$ cat src/hdl/ttte_pkg.sv
// Shared types, codes and constants of the timer table tick engine.
package ttte_pkg;

  localparam int unsigned TIMERS_PER_TABLE_DEF = 16;
  localparam int unsigned TASK_LIMIT_DEF       = 32;
  localparam int unsigned QUEUE_DEPTH          = 2;
  localparam logic [31:0] MAX_DURATION_RST     = 32'd65535;

  localparam int unsigned S_TDATA_W = 56;
  localparam int unsigned M_TDATA_W = 40;

  typedef enum logic [1:0] {
    OP_START = 2'd0,
    OP_STOP  = 2'd1,
    OP_TICK  = 2'd2
  } opcode_e;

  typedef enum logic [2:0] {
    ERR_NONE       = 3'd0,
    ERR_TASK       = 3'd1,
    ERR_DURATION   = 3'd2,
    ERR_KIND       = 3'd3,
    ERR_ID         = 3'd4,
    ERR_RESOLUTION = 3'd5
  } err_code_e;

  typedef enum logic [1:0] {
    RK_ACCEPT  = 2'd0,
    RK_REJECT  = 2'd1,
    RK_TIMEOUT = 2'd2,
    RK_DONE    = 2'd3
  } result_kind_e;

  typedef enum logic [1:0] {
    ST_DEACT   = 2'd0,
    ST_STARTED = 2'd1,
    ST_ACTIVE  = 2'd2,
    ST_STOPPED = 2'd3
  } status_e;

  typedef enum logic [1:0] {
    CMD_REJECT = 2'd0,
    CMD_START  = 2'd1,
    CMD_STOP   = 2'd2,
    CMD_TICK   = 2'd3
  } cmd_op_e;

  typedef enum logic [1:0] {
    BS_IDLE    = 2'd0,
    BS_STOP_RD = 2'd1,
    BS_WALK    = 2'd2,
    BS_DONE    = 2'd3
  } back_state_e;

  typedef struct packed {
    cmd_op_e     op;
    err_code_e   err;
    logic        res;
    logic [7:0]  task_id;
    logic [7:0]  slot_id;
    logic [31:0] duration;
    logic        periodic;
  } cmd_t;

  typedef struct packed {
    logic [7:0]  owner;
    logic [31:0] duration;
    logic        periodic;
    logic [31:0] remaining;
  } entry_t;

  typedef struct packed {
    result_kind_e kind;
    err_code_e    error_code;
    logic         owner_matched;
    logic [7:0]   owner_task;
    logic [7:0]   expired_id;
    logic         expired_resolution;
    logic [15:0]  error_total;
    logic         last;
  } result_t;

endpackage

$ cat src/hdl/ttte_ram.sv
// Generic single-write, single-read RAM with registered read data.
module ttte_ram #(
  parameter int unsigned WIDTH = 8,
  parameter int unsigned DEPTH = 32,
  localparam int unsigned AW = (DEPTH > 1) ? $clog2(DEPTH) : 1
) (
  input  logic             clk_i,
  input  logic             we_i,
  input  logic [AW-1:0]    waddr_i,
  input  logic [WIDTH-1:0] wdata_i,
  input  logic             re_i,
  input  logic [AW-1:0]    raddr_i,
  output logic [WIDTH-1:0] rdata_o
);

  logic [WIDTH-1:0] mem_q [DEPTH];
  logic [WIDTH-1:0] rdata_q;

  always_ff @(posedge clk_i) begin
    if (we_i) begin
      mem_q[waddr_i] <= wdata_i;
    end
    if (re_i) begin
      rdata_q <= mem_q[raddr_i];
    end
  end

  assign rdata_o = rdata_q;

endmodule

$ cat src/hdl/ttte_front.sv
// Front end: holds the duration limit, checks requests and turns them into commands.
module ttte_front
  import ttte_pkg::*;
#(
  parameter int unsigned TIMERS_PER_TABLE = TIMERS_PER_TABLE_DEF,
  parameter int unsigned TASK_LIMIT       = TASK_LIMIT_DEF
) (
  input  logic                 clk_i,
  input  logic                 rst_ni,
  input  logic                 cfg_we_i,
  input  logic [31:0]          cfg_wdata_i,
  input  logic                 s_valid_i,
  input  logic [1:0]           s_opcode_i,
  input  logic [S_TDATA_W-1:0] s_data_i,
  output logic                 s_ready_o,
  input  logic                 q_ready_i,
  output logic                 push_o,
  output cmd_t                 cmd_o
);

  localparam logic [7:0] TASK_LIM  = 8'(TASK_LIMIT);
  localparam logic [7:0] TIMER_LIM = 8'(TIMERS_PER_TABLE);

  logic [31:0] max_dur_q;
  logic [1:0]  resolution;
  logic [7:0]  task_id;
  logic [7:0]  slot_id;
  logic [31:0] duration;
  logic [1:0]  timer_kind;
  logic        task_ok;
  logic        id_ok;
  logic        dur_ok;
  logic        known_op;

  always_ff @(posedge clk_i or negedge rst_ni) begin
    if (!rst_ni) begin
      max_dur_q <= MAX_DURATION_RST;
    end else if (cfg_we_i) begin
      max_dur_q <= cfg_wdata_i;
    end
  end

  assign resolution = s_data_i[1:0];
  assign task_id    = s_data_i[9:2];
  assign slot_id    = s_data_i[17:10];
  assign duration   = s_data_i[49:18];
  assign timer_kind = s_data_i[51:50];

  assign task_ok = (task_id != 8'd0) && (task_id < TASK_LIM);
  assign id_ok   = (slot_id != 8'd0) && (slot_id < TIMER_LIM);
  assign dur_ok  = (duration != 32'd0) && (duration <= max_dur_q);

  always_comb begin
    cmd_o.op       = CMD_REJECT;
    cmd_o.err      = ERR_NONE;
    cmd_o.res      = resolution[0];
    cmd_o.task_id  = task_id;
    cmd_o.slot_id  = slot_id;
    cmd_o.duration = duration;
    cmd_o.periodic = timer_kind[0];
    known_op       = 1'b1;
    unique case (s_opcode_i)
      OP_START: begin
        if (!task_ok) begin
          cmd_o.err = ERR_TASK;
        end else if (!dur_ok) begin
          cmd_o.err = ERR_DURATION;
        end else if (timer_kind[1]) begin
          cmd_o.err = ERR_KIND;
        end else if (resolution[1]) begin
          cmd_o.err = ERR_RESOLUTION;
        end else if (!id_ok) begin
          cmd_o.err = ERR_ID;
        end else begin
          cmd_o.op = CMD_START;
        end
      end
      OP_STOP: begin
        if (!task_ok) begin
          cmd_o.err = ERR_TASK;
        end else if (resolution[1]) begin
          cmd_o.err = ERR_RESOLUTION;
        end else if (!id_ok) begin
          cmd_o.err = ERR_ID;
        end else begin
          cmd_o.op = CMD_STOP;
        end
      end
      OP_TICK: begin
        if (resolution[1]) begin
          cmd_o.err = ERR_RESOLUTION;
        end else begin
          cmd_o.op = CMD_TICK;
        end
      end
      default: begin
        known_op = 1'b0;
      end
    endcase
  end

  assign s_ready_o = q_ready_i;
  assign push_o    = s_valid_i && q_ready_i && known_op;

endmodule

$ cat src/hdl/ttte_fifo.sv
// Short command queue between the front end and the back end.
module ttte_fifo
  import ttte_pkg::*;
(
  input  logic clk_i,
  input  logic rst_ni,
  input  logic push_i,
  input  cmd_t cmd_i,
  output logic ready_o,
  output logic valid_o,
  input  logic pop_i,
  output cmd_t cmd_o
);

  localparam int unsigned PTR_W = (QUEUE_DEPTH > 1) ? $clog2(QUEUE_DEPTH) : 1;
  localparam int unsigned CNT_W = $clog2(QUEUE_DEPTH + 1);

  cmd_t             buf_q [QUEUE_DEPTH];
  logic [PTR_W-1:0] wr_ptr_q;
  logic [PTR_W-1:0] rd_ptr_q;
  logic [CNT_W-1:0] count_q;

  function automatic logic [PTR_W-1:0] next_ptr(input logic [PTR_W-1:0] ptr);
    return (ptr == PTR_W'(QUEUE_DEPTH - 1)) ? '0 : ptr + PTR_W'(1);
  endfunction

  assign ready_o = count_q != CNT_W'(QUEUE_DEPTH);
  assign valid_o = count_q != '0;
  assign cmd_o   = buf_q[rd_ptr_q];

  always_ff @(posedge clk_i) begin
    if (push_i) begin
      buf_q[wr_ptr_q] <= cmd_i;
    end
  end

  always_ff @(posedge clk_i or negedge rst_ni) begin
    if (!rst_ni) begin
      wr_ptr_q <= '0;
      rd_ptr_q <= '0;
      count_q  <= '0;
    end else begin
      if (push_i) begin
        wr_ptr_q <= next_ptr(wr_ptr_q);
      end
      if (pop_i) begin
        rd_ptr_q <= next_ptr(rd_ptr_q);
      end
      if (push_i && !pop_i) begin
        count_q <= count_q + CNT_W'(1);
      end else if (pop_i && !push_i) begin
        count_q <= count_q - CNT_W'(1);
      end
    end
  end

endmodule

$ cat src/hdl/ttte_back.sv
// Back end: executes commands against the timer tables and drives the result register.
module ttte_back
  import ttte_pkg::*;
#(
  parameter int unsigned TIMERS_PER_TABLE = TIMERS_PER_TABLE_DEF
) (
  input  logic    clk_i,
  input  logic    rst_ni,
  input  logic    q_valid_i,
  input  cmd_t    cmd_i,
  output logic    pop_o,
  output logic    result_valid_o,
  input  logic    result_ready_i,
  output result_t result_o
);

  localparam int unsigned SLOTS  = 2 * TIMERS_PER_TABLE;
  localparam int unsigned SLOT_W = $clog2(SLOTS);
  localparam int unsigned IDX_W  = $clog2(TIMERS_PER_TABLE);

  back_state_e       state_q, state_d;
  logic [IDX_W-1:0]  idx_q, idx_d;
  logic [15:0]       cnt_q, cnt_d, cnt_inc;
  logic              out_valid_q;
  result_t           out_q, out_d;
  logic              out_load;
  logic              out_free;
  status_e           status_q [SLOTS];
  logic [SLOTS-1:0]  written_q;

  logic              st_we;
  logic [SLOT_W-1:0] st_addr;
  status_e           st_wdata;
  logic              wr_set;

  logic              ram_we;
  logic [SLOT_W-1:0] ram_waddr;
  entry_t            ram_wdata;
  logic              ram_re;
  logic [SLOT_W-1:0] ram_raddr;
  entry_t            rd_entry;

  logic [SLOT_W-1:0] cmd_slot;
  logic [SLOT_W-1:0] base_slot;
  logic [SLOT_W-1:0] walk_slot;
  status_e           cur_status;
  logic              emit;
  logic              upd_ram;
  logic              upd_st;
  status_e           upd_st_val;
  entry_t            upd_entry;

  ttte_ram #(
    .WIDTH($bits(entry_t)),
    .DEPTH(SLOTS)
  ) u_ram (
    .clk_i  (clk_i),
    .we_i   (ram_we),
    .waddr_i(ram_waddr),
    .wdata_i(ram_wdata),
    .re_i   (ram_re),
    .raddr_i(ram_raddr),
    .rdata_o(rd_entry)
  );

  assign base_slot  = cmd_i.res ? SLOT_W'(TIMERS_PER_TABLE) : '0;
  assign cmd_slot   = base_slot + cmd_i.slot_id[SLOT_W-1:0];
  assign walk_slot  = base_slot + SLOT_W'(idx_q);
  assign cur_status = status_q[walk_slot];
  assign out_free   = !out_valid_q || result_ready_i;
  assign cnt_inc    = (cnt_q == 16'hFFFF) ? cnt_q : cnt_q + 16'd1;

  // Work out what the current table entry needs during a tick walk.
  always_comb begin
    emit       = 1'b0;
    upd_ram    = 1'b0;
    upd_st     = 1'b0;
    upd_st_val = ST_ACTIVE;
    upd_entry  = rd_entry;
    case (cur_status)
      ST_ACTIVE: begin
        upd_ram = 1'b1;
        if (rd_entry.remaining != 32'd0) begin
          upd_entry.remaining = rd_entry.remaining - 32'd1;
        end else begin
          emit = 1'b1;
          if (rd_entry.periodic) begin
            upd_entry.remaining = rd_entry.duration - 32'd1;
          end else begin
            upd_entry.remaining = 32'd0;
            upd_st              = 1'b1;
            upd_st_val          = ST_STOPPED;
          end
        end
      end
      ST_STARTED: begin
        upd_ram             = 1'b1;
        upd_st              = 1'b1;
        upd_st_val          = ST_ACTIVE;
        upd_entry.remaining = rd_entry.duration;
      end
      default: begin
      end
    endcase
  end

  always_comb begin
    state_d   = state_q;
    idx_d     = idx_q;
    cnt_d     = cnt_q;
    pop_o     = 1'b0;
    out_load  = 1'b0;
    out_d     = '0;
    out_d.error_total = cnt_q;
    st_we     = 1'b0;
    st_addr   = cmd_slot;
    st_wdata  = ST_DEACT;
    wr_set    = 1'b0;
    ram_we    = 1'b0;
    ram_waddr = cmd_slot;
    ram_wdata = upd_entry;
    ram_re    = 1'b0;
    ram_raddr = cmd_slot;
    unique case (state_q)
      BS_IDLE: begin
        if (q_valid_i) begin
          unique case (cmd_i.op)
            CMD_REJECT: begin
              if (out_free) begin
                out_load          = 1'b1;
                out_d.kind        = RK_REJECT;
                out_d.error_code  = cmd_i.err;
                out_d.error_total = cnt_inc;
                out_d.last        = 1'b1;
                cnt_d             = cnt_inc;
                pop_o             = 1'b1;
              end
            end
            CMD_START: begin
              if (out_free) begin
                ram_we              = 1'b1;
                ram_wdata.owner     = cmd_i.task_id;
                ram_wdata.duration  = cmd_i.duration;
                ram_wdata.periodic  = cmd_i.periodic;
                ram_wdata.remaining = '0;
                st_we               = 1'b1;
                st_wdata            = ST_STARTED;
                wr_set              = 1'b1;
                out_load            = 1'b1;
                out_d.kind          = RK_ACCEPT;
                out_d.last          = 1'b1;
                pop_o               = 1'b1;
              end
            end
            CMD_STOP: begin
              ram_re  = 1'b1;
              state_d = BS_STOP_RD;
            end
            CMD_TICK: begin
              ram_re    = 1'b1;
              ram_raddr = base_slot;
              idx_d     = '0;
              state_d   = BS_WALK;
            end
            default: begin
            end
          endcase
        end
      end
      BS_STOP_RD: begin
        if (out_free) begin
          st_we               = 1'b1;
          out_d.owner_matched = written_q[cmd_slot] && (rd_entry.owner == cmd_i.task_id);
          st_wdata            = out_d.owner_matched ? ST_STOPPED : ST_DEACT;
          out_load            = 1'b1;
          out_d.kind          = RK_ACCEPT;
          out_d.last          = 1'b1;
          pop_o               = 1'b1;
          state_d             = BS_IDLE;
        end
      end
      BS_WALK: begin
        if (!emit || out_free) begin
          ram_we    = upd_ram;
          ram_waddr = walk_slot;
          st_we     = upd_st;
          st_addr   = walk_slot;
          st_wdata  = upd_st_val;
          if (emit) begin
            out_load                 = 1'b1;
            out_d.kind               = RK_TIMEOUT;
            out_d.owner_task         = rd_entry.owner;
            out_d.expired_id         = 8'(idx_q);
            out_d.expired_resolution = cmd_i.res;
          end
          if (idx_q == IDX_W'(TIMERS_PER_TABLE - 1)) begin
            state_d = BS_DONE;
          end else begin
            idx_d     = idx_q + IDX_W'(1);
            ram_re    = 1'b1;
            ram_raddr = walk_slot + SLOT_W'(1);
          end
        end
      end
      BS_DONE: begin
        if (out_free) begin
          out_load   = 1'b1;
          out_d.kind = RK_DONE;
          out_d.last = 1'b1;
          pop_o      = 1'b1;
          state_d    = BS_IDLE;
        end
      end
      default: begin
        state_d = BS_IDLE;
      end
    endcase
  end

  always_ff @(posedge clk_i or negedge rst_ni) begin
    if (!rst_ni) begin
      state_q     <= BS_IDLE;
      idx_q       <= '0;
      cnt_q       <= '0;
      out_valid_q <= 1'b0;
      written_q   <= '0;
      for (int i = 0; i < SLOTS; i++) begin
        status_q[i] <= ST_DEACT;
      end
    end else begin
      state_q <= state_d;
      idx_q   <= idx_d;
      cnt_q   <= cnt_d;
      if (out_load) begin
        out_valid_q <= 1'b1;
      end else if (result_ready_i) begin
        out_valid_q <= 1'b0;
      end
      if (st_we) begin
        status_q[st_addr] <= st_wdata;
      end
      if (wr_set) begin
        written_q[cmd_slot] <= 1'b1;
      end
    end
  end

  always_ff @(posedge clk_i) begin
    if (out_load) begin
      out_q <= out_d;
    end
  end

  assign result_valid_o = out_valid_q;
  assign result_o       = out_q;

`ifndef NO_ASSERTIONS
  a_pop_with_result: assert property (@(posedge clk_i) disable iff (!rst_ni)
    pop_o |-> out_load)
    else $error("Command retired without a result.");

  a_ram_no_collision: assert property (@(posedge clk_i) disable iff (!rst_ni)
    (ram_we && ram_re) |-> (ram_waddr != ram_raddr))
    else $error("RAM read and write hit the same slot.");

  a_count_monotonic: assert property (@(posedge clk_i) disable iff (!rst_ni)
    1'b1 |=> (cnt_q >= $past(cnt_q)))
    else $error("Error counter decreased.");

  a_walk_has_cmd: assert property (@(posedge clk_i) disable iff (!rst_ni)
    (state_q != BS_IDLE) |-> q_valid_i)
    else $error("Command queue emptied while a command was in progress.");
`endif

endmodule

$ cat src/hdl/timer_table_tick_engine_unit.sv
// Top level: request and tick stream in, timeout and status stream out.
// A start or reject result is registered after the command queue; a stop first
// reads the entry RAM, and a tick walks one table, one entry per cycle unless a
// timeout stalls. The rate is set by the walk through the single-read entry RAM.
// Reset clears all entry states to deactivated, the error counter to zero and
// max_duration to 65535; the entry RAM itself is not cleared and needs no pass.
module timer_table_tick_engine_unit
  import ttte_pkg::*;
#(
  parameter int unsigned TIMERS_PER_TABLE = TIMERS_PER_TABLE_DEF,
  parameter int unsigned TASK_LIMIT       = TASK_LIMIT_DEF
) (
  input  logic                 clk_i,
  input  logic                 rst_ni,
  input  logic                 cfg_we_i,
  input  logic [31:0]          cfg_wdata_i,
  input  logic                 s_axis_tvalid,
  output logic                 s_axis_tready,
  // opcode
  input  logic [1:0]           s_axis_tuser,
  // resolution, task_id, slot_id, duration, timer_kind, zero padding
  input  logic [S_TDATA_W-1:0] s_axis_tdata,
  output logic                 m_axis_tvalid,
  input  logic                 m_axis_tready,
  // result_kind
  output logic [1:0]           m_axis_tuser,
  // error_code, owner_matched, owner_task, expired_id, expired_resolution,
  // error_total, zero padding
  output logic [M_TDATA_W-1:0] m_axis_tdata,
  output logic                 m_axis_tlast
);

  logic    push;
  logic    q_ready;
  logic    q_valid;
  logic    pop;
  cmd_t    push_cmd;
  cmd_t    head_cmd;
  result_t result;

  ttte_front #(
    .TIMERS_PER_TABLE(TIMERS_PER_TABLE),
    .TASK_LIMIT      (TASK_LIMIT)
  ) u_front (
    .clk_i      (clk_i),
    .rst_ni     (rst_ni),
    .cfg_we_i   (cfg_we_i),
    .cfg_wdata_i(cfg_wdata_i),
    .s_valid_i  (s_axis_tvalid),
    .s_opcode_i (s_axis_tuser),
    .s_data_i   (s_axis_tdata),
    .s_ready_o  (s_axis_tready),
    .q_ready_i  (q_ready),
    .push_o     (push),
    .cmd_o      (push_cmd)
  );

  ttte_fifo u_fifo (
    .clk_i  (clk_i),
    .rst_ni (rst_ni),
    .push_i (push),
    .cmd_i  (push_cmd),
    .ready_o(q_ready),
    .valid_o(q_valid),
    .pop_i  (pop),
    .cmd_o  (head_cmd)
  );

  ttte_back #(
    .TIMERS_PER_TABLE(TIMERS_PER_TABLE)
  ) u_back (
    .clk_i         (clk_i),
    .rst_ni        (rst_ni),
    .q_valid_i     (q_valid),
    .cmd_i         (head_cmd),
    .pop_o         (pop),
    .result_valid_o(m_axis_tvalid),
    .result_ready_i(m_axis_tready),
    .result_o      (result)
  );

  assign m_axis_tuser = result.kind;
  assign m_axis_tlast = result.last;
  assign m_axis_tdata = {3'b000,
                         result.error_total,
                         result.expired_resolution,
                         result.expired_id,
                         result.owner_task,
                         result.owner_matched,
                         result.error_code};

endmodule

$ cat config.mk
export PLATFORM = sky130hd
export DESIGN_NAME = timer_table_tick_engine_unit
export DESIGN_NICKNAME = d
export VERILOG_FILES = /design/src/hdl/ttte_pkg.sv /design/src/hdl/ttte_ram.sv /design/src/hdl/ttte_front.sv /design/src/hdl/ttte_fifo.sv /design/src/hdl/ttte_back.sv /design/src/hdl/timer_table_tick_engine_unit.sv
export SDC_FILE = /design/constraint.sdc
export NUM_CORES = 2
export LEC_CHECK = 0
export ABC_CLOCK_PERIOD_IN_PS = 7700
export BUFFER_PORTS_ARGS = -buffer_cell sky130_fd_sc_hd__buf_4
export CORE_MARGIN = 8
export CORE_UTILIZATION = 45
export DETAILED_ROUTE_END_ITERATION = 7
export SYNTH_ARGS = -nofsm -noshare
export SYNTH_HDL_FRONTEND = slang
export SYNTH_SLANG_ARGS = --single-unit
$ cat constraint.sdc
create_clock -name clk_i -period 7.7 [get_ports clk_i]
set_clock_uncertainty 0.15 [all_clocks]
set_input_delay 1.155 -clock clk_i [delete_from_list [all_inputs] [get_ports clk_i]]
set_output_delay 1.155 -clock clk_i [all_outputs]
set_load 0.02 [all_outputs]
* Word level (Yosys, flattened, before mapping)
Memories as Yosys holds them, arrays and structs flattened. A register that Yosys moved wholly into a read port is not among the register bits. Index checks and enable logic that the tools add are counted.
Word-level totals: bits in registers 195, memory bits (writable) 2446, input port bits 95, output and inout bits 45, word-level logic and storage cells 247, memories kept 2
Cells by class: $add $sub $neg 11, order comparisons 8, equal/unequal tests 21, muxes and demuxes 114, bitwise gates (word level) 3, reduce and logical (&&, ||, !) cells 38
Memories:
- u_back.u_ram.mem_q | depth 32, bits a word 73, read ports 1, clocked after Yosys merged registers in 1, write ports 1, line ttte_ram.sv:16 | logic [WIDTH-1:0] mem_q [DEPTH];
- u_fifo.buf_q | depth 2, bits a word 55, read ports 1, clocked after Yosys merged registers in 0, write ports 1, line ttte_fifo.sv:18 | cmd_t buf_q [QUEUE_DEPTH];
Operators with widths (count):
- 73-bit two-way mux | 4
- 64-bit bitwise mux | 1
- 32-bit two-way mux | 2
- 32-bit one-hot mux with 2 select lines | 1
- 32-bit nonzero test | 2
- 32-bit by 1-bit subtractor with 32-bit output, second input constant | 2
- 2-bit two-way mux | 27
- 16-bit two-way mux | 3
- 5-bit two-way mux | 8
- 1-bit two-way mux | 34
- 17-bit two-way mux | 2
- 32-bit less-or-equal comparator | 1
- 32-bit OR | 1
- 3-bit two-way mux | 8
- 4-bit two-way mux | 5
- 16-bit by 1-bit adder with 16-bit output, second input constant | 1
- 16-bit == test, second input constant | 1
- 8-bit nonzero test | 2
- 5-bit one-hot mux with 3 select lines | 1
- 2-bit == test, second input constant | 6
- 6-bit >= comparator, second input constant | 2
- 5-bit inverter with 6-bit output | 2
- 1-bit one-hot mux with 2 select lines | 6
- 2-bit one-hot mux with 3 select lines | 2
- other kinds (38) | 71

* Depth between registers and ports, before layout
An unclocked memory read counts as a cell.
word-level depth 19, depth in mapped cells 21

* Modules after synthesis
Synthesis repeated with hierarchy kept, for this count alone.
Unflattened totals: cells, all modules 5246, area, all modules 108412.7 um^2
Modules (own cells, without submodules):
- ttte_ram | times used 1, cells an instance 3537, area each 90830.9 um^2, sequential area each 72339.4 um^2
- ttte_back | times used 1, cells an instance 1213, area each 10679.0 um^2, sequential area each 4058.9 um^2
- ttte_fifo | times used 1, cells an instance 187, area each 4322.9 um^2, sequential area each 3403.3 um^2
- ttte_front | times used 1, cells an instance 305, area each 2553.7 um^2, sequential area each 820.8 um^2
- timer_table_tick_engine_unit | times used 1, cells an instance 4, area each 26.3 um^2, sequential area each 0.0 um^2

* Worst setup path before layout
OpenSTA, ideal clock, no wires.
path type reg-to-reg, from reg u_back.idx_q[0], to mem u_back.u_ram.mem_q[16][0] (netlist name), enable pin, data arrival time 6.914 ns, data required time 7.045 ns, slack 0.131 ns, stages on the path, launching flop included 14, buffers on the path 4, period minus slack after synthesis 7.569 ns, cell sequence dfrtp_1 > buf_1 > mux4_2 > mux4_2 > mux2i_1 > ha_1 > clkbuf_1 > nand3b_1 > or4_1 > buf_2 > nand2_1 > buf_2 > a31oi_1 > nor2_1
Between the ends: cells in the longest elaborated chain, start to end 13, elaborated cells between the ends (all ways) 18, classes of those cells add/sub (1); eq/ne (2); mux (11); bitwise (1); reduce/logical (3)
RTL lines:
- start: declaration | line ttte_back.sv:22 | logic [IDX_W-1:0] idx_q, idx_d;
- start signal: assignment | line ttte_back.sv:232 | idx_q <= idx_d;
- 5-bit by 4-bit adder with 5-bit output * | line ttte_back.sv:68 | assign walk_slot = base_slot + SLOT_W'(idx_q);
- 5-bit inverter with 6-bit output (not written as such) | line ttte_back.sv:69 | assign cur_status = status_q[walk_slot];
- 2-bit binary-select mux with 5-bit select | line ttte_back.sv:69
- 2-bit two-way mux (not written as such) (2 in a row) | line ttte_back.sv:69
- 2-bit == test | line ttte_back.sv:80 | case (cur_status)
- 1-bit two-way mux | line ttte_back.sv:80
- 1-bit zero test | line ttte_back.sv:183 | if (!emit || out_free) begin
- 1-bit logical OR | line ttte_back.sv:183
- 1-bit two-way mux | line ttte_back.sv:183
- 1-bit one-hot mux with 2 select lines | line ttte_back.sv:124 | unique case (state_q)
- 1-bit two-way mux | line ttte_ram.sv:20 | if (we_i) begin
- 1-bit two-way mux (not written as such) | line ttte_ram.sv:21 | mem_q[waddr_i] <= wdata_i;
- end: declaration | line ttte_ram.sv:16
Every way passes the cells marked *; elsewhere a longest branch is shown, timed or not. The select of a mux whose other input is x is not followed.

* Final worst setup path
from reg u_back.idx_q[0], to reg u_back.u_ram.rdata_q[4] (netlist: u_back.u_ram.rdata_o[4]), read port of u_back.u_ram.mem_q (data pin)
Between the ends: cells in the longest elaborated chain, start to end 11, elaborated cells between the ends (all ways) 17, classes of those cells add/sub (2); eq/ne (2); mux (10); bitwise (1); reduce/logical (2)
RTL lines:
- 5-bit by 4-bit adder with 5-bit output | line ttte_back.sv:68
- 5-bit inverter with 6-bit output (not written as such) | line ttte_back.sv:69
- 2-bit binary-select mux with 5-bit select | line ttte_back.sv:69
- 2-bit two-way mux (not written as such) (2 in a row) | line ttte_back.sv:69
- 2-bit == test | line ttte_back.sv:80
- 1-bit two-way mux | line ttte_back.sv:80
- 1-bit zero test | line ttte_back.sv:183
- 1-bit logical OR | line ttte_back.sv:183
- 5-bit two-way mux / 1-bit two-way mux (equally long branches) | line ttte_back.sv:183
- 5-bit one-hot mux with 2 select lines / 1-bit one-hot mux with 2 select lines (equally long branches) | line ttte_back.sv:124
- end: declaration | line ttte_ram.sv:17 | logic [WIDTH-1:0] rdata_q;
Several ways; a longest one is shown, not always the timed one. The select of a mux whose other input is x is not followed. A chain may end at the register's enable or synchronous reset.

==> results.sh <==
export IMPL_p_leak_nw=42.93
export IMPL_cp_max_fo=100
export IMPL_dpl_cell_area_sq_mm=0.1162
export IMPL_netlist_area_sq_mm=0.1094
export IMPL_rrSetupSlack_ns=0.93
export IMPL_drc=0
export IMPL_crit_slowest_cell="dfrtp_1"
export IMPL_syn_to_final_growth_pct=14.29
export IMPL_clock_latency_ns=0.94
export IMPL_cts_tree="yes"
export IMPL_hpwl_mm=174.0
export IMPL_slew_headroom_pct=5.531
export IMPL_worstSetupEndpointType="flop"
export IMPL_yosysUniqueCellTypes=77
export IMPL_fin_crit_sh_pct=87.90
export IMPL_status="completed"
export IMPL_synth_compound_area_share_pct=7.991
export IMPL_synthXorXnorAreaFrac_pct=0.4484
export IMPL_path_class="reg -> reg"
export IMPL_clk_path_buf_depth=4
export IMPL_fin_nets=7759
export IMPL_coreArea_sq_mm=0.2425
export IMPL_synth_top_area_share_pct=69.98
export IMPL_synth_top_family_by_area="simple AND/OR/NAND/NOR gates"
export IMPL_hold_viol=0
export IMPL_wl_met3_mm=30.53
export IMPL_maxSlewViolCount=0
export IMPL_synth_most_common_cell="edfxtp_1"
export IMPL_grt_pass1_wl_mm=460.7
export IMPL_crit_required_ns=8.20
export IMPL_period_needed_ns=6.768
export IMPL_cp_cell_sequence="mux4_2 > mux4_2 > mux2i_1 > ha_1 > nand3b_1 > or4_1 > a211oi_2 > a211o_4 > buf_12 > mux2i_1 > o22ai_1 > nor4_1 > nor4_2"
export IMPL_startpoint_type="flop"
export IMPL_hold_buffers=0
export IMPL_cts_max_level=5
export IMPL_synthSimpleGateAreaFrac_pct=9.292
export IMPL_whs_ns=0.1243
export IMPL_finalWirelength_mm=321.1
export IMPL_synth_fa_ha_area_share_pct=0.4461
export IMPL_overflow=0
export IMPL_cts_sinks=2704
export IMPL_synthTopCellsByArea="edfxtp_1 (70%), mux2i_1 (4.4%), nand2_1 (3.5%)"
export IMPL_r2r_start="u_back.idx_q[0]"
export IMPL_io_pin_count=140
export IMPL_clk_pin_slew_ns=0.06
export IMPL_slowest_delay_ns=1.08
export IMPL_synth_seq_cells=2704
export IMPL_ant_nets=0
export IMPL_synth_mux_area_share_pct=5.895
export IMPL_layout_drive_gt1_share_pct=14.34
export IMPL_ys_top_cells_by_count="edfxtp_1 (2,549), nand2_1 (1,019), mux2i_1 (480)"
export IMPL_rsz0062_at_grt="false"
export IMPL_synth_main_ff_cell="edfxtp_1"
export IMPL_drt_first_pass_iters=8
export IMPL_ys_warn_count=0
export IMPL_cts_root_buf="clkbuf_16"
export IMPL_cts_resized=0
export IMPL_die_w_microns=509.0
export IMPL_fin_area_sq_mm=0.1250
export IMPL_wl_per_cell_microns=29.12
export IMPL_num_vias=67588
export IMPL_antenna_found_initial=6
export IMPL_rr_endpoint="u_back.u_ram.rdata_o[4]"
export IMPL_worst_pin_slew_ns=1.412
export IMPL_power_mw=57.93
export IMPL_via_per_inst=6.128
export IMPL_design_die_area_sq_mm=0.2591
export IMPL_syn_inst=7394
export IMPL_tns_ns=0
export IMPL_final_setup_viol_count=0
export IMPL_synth_edff_count=2549
export IMPL_ir_drop_mv=0.4767
export IMPL_initial_core_util_pct=45.10
export IMPL_wl_met1_mm=132.1
export IMPL_arrival_ns=7.27
export IMPL_grt_usage_pct=24.11
export IMPL_route_met2_wl_mm=149.5
export IMPL_hp_class="in -> async"
export IMPL_synth_top_area_cell="edfxtp_1"
export IMPL_syn_avg_cell_area_sq_um=14.79
export IMPL_finalWeightedCongestion=0.8401
export IMPL_r2r_cells=13
export IMPL_cap_violations=0
export IMPL_grt_pass1_vias=65347
export IMPL_synth_async_sr_flop_share_pct=5.732
export IMPL_die_y_microns=509.0
export IMPL_numPortBuffers=128
export IMPL_power_density_mw_per_mm2=463.4
export IMPL_postCtsSetupBuffers=0
export IMPL_top_layer="met4"
export IMPL_rows=181
export IMPL_grt_max_degree=105
export IMPL_fmax_mhz=147.8
export IMPL_cts_buffers=294
export IMPL_seq_area_frac_synth_pct=73.54
export IMPL_drt_initial_drc_count=8368
## cell type report
cell class | count | area, sq um
fillers | 19916 | 117500
flip-flops and latches | 2704 | 80450
well taps | 3202 | 4006
clock buffers | 362 | 7834
repair buffers | 427 | 4398
clock inverters | 134 | 997.2
multi-input cells | 4141 | 27120
inverters | 57 | 214.0
diodes | 3 | 7.507
## kinds of logic after synthesis
logic type | Yosys count
xor gates and xnor gates | 56
AOI/OAI and AO/OA | 1306
DFF | 2704
muxes | 598
and+or+nand+nor | 2135
buffers and inverters | 555
adders and majority gates | 39
other | 1
## state kept, by name, indices dropped and copies added, names as in the netlist, 4 cells and up
name and flops:
u_back.u_ram.mem_q 2336, u_back.written_q 32, u_front.max_dur_q 32, u_fifo.buf_q 104
u_back.result_o 36, u_back.idx_q 4, u_back.cnt_q 16, u_back.status_q 64
u_back.u_ram.rdata_o 73
## layer usage
layer  up-vias  global-route usage [%]
li1      29157                       -
met1     34538                   33.69
met2      3364                   38.57
met3       529                   4.747
met4         0                   7.083
met5         -                       0
## how the worst max path moves through the flow
stage	startpoint	to	slack, ns	depth (start not counted)
after floorplan	u_back.idx_q[0]	u_back.u_ram.mem_q[16][0]	0.13	13
after global placement	u_back.idx_q[0]	u_back.u_ram.rdata_o[4]	1.01	13
after detailed placement	u_back.idx_q[0]	u_back.u_ram.mem_q[12][46]	0.94	11
after CTS	u_back.idx_q[0]	u_back.u_ram.mem_q[12][3]	0.88	11
after global routing	u_back.idx_q[0]	u_back.u_ram.rdata_o[4]	0.60	13
final	u_back.idx_q[0]	u_back.u_ram.rdata_o[4]	0.93	13
## worst max-delay path: cells and delay by family, from the launching register on
family                   cells  cell delay (ns)
buffers and inverters        1             0.42
AO/OA/AOI/OAI                3             0.99
multiplexers                 4             1.71
flip-flops                   1             1.08
AND/OR/NAND/NOR              4             1.62
adder cells (fa/ha/maj)      1             0.27
## placed cells by master, fill, tap and decap left out, types with 41 or more instances in the layout
cell type / netlist / layout
clkinv_2: 0 / 41
a31oi_1: 178 / 178
nor4_1: 113 / 112
o22ai_1: 146 / 146
edfxtp_1: 2549 / 2549
o21ai_0: 89 / 89
nand3_1: 302 / 298
a21oi_1: 249 / 193
nor3_1: 49 / 46
nand2_1: 1019 / 1012
inv_1: 56 / 56
buf_4: 24 / 331
clkbuf_1: 318 / 56
buf_12: 1 / 95
mux2i_1: 480 / 479
o221ai_1: 67 / 67
mux2_2: 90 / 90
nor2_1: 210 / 171
a211oi_1: 429 / 422
dfrtp_1: 139 / 138
a21oi_2: 0 / 52
clkinv_1: 0 / 61
and3_1: 289 / 289
clkbuf_16: 0 / 303
## stage by stage
step / cells / utilization (%) / setup WS (ns)
6_report: 11030 / 51.54 / 0.9320
5_1_grt: 11029 / 51.54 / 0.5957
4_1_cts: 11027 / 51.53 / 0.8754
2_1_floorplan: 7400 / - / 0.1314
3_3_place_gp: 10531 / 47.89 / 1.013
3_5_place_dp: 10531 / 47.89 / 0.9425
## where the power goes
group	internal [mW]	leakage [nW]	switching (mW)
Sequential	20.9	25.0	0.767
Combinational	6.86	13.6	16.2
Clock	7.62	4.32	5.56
Note: power is estimated with default switching activity, not from simulation.
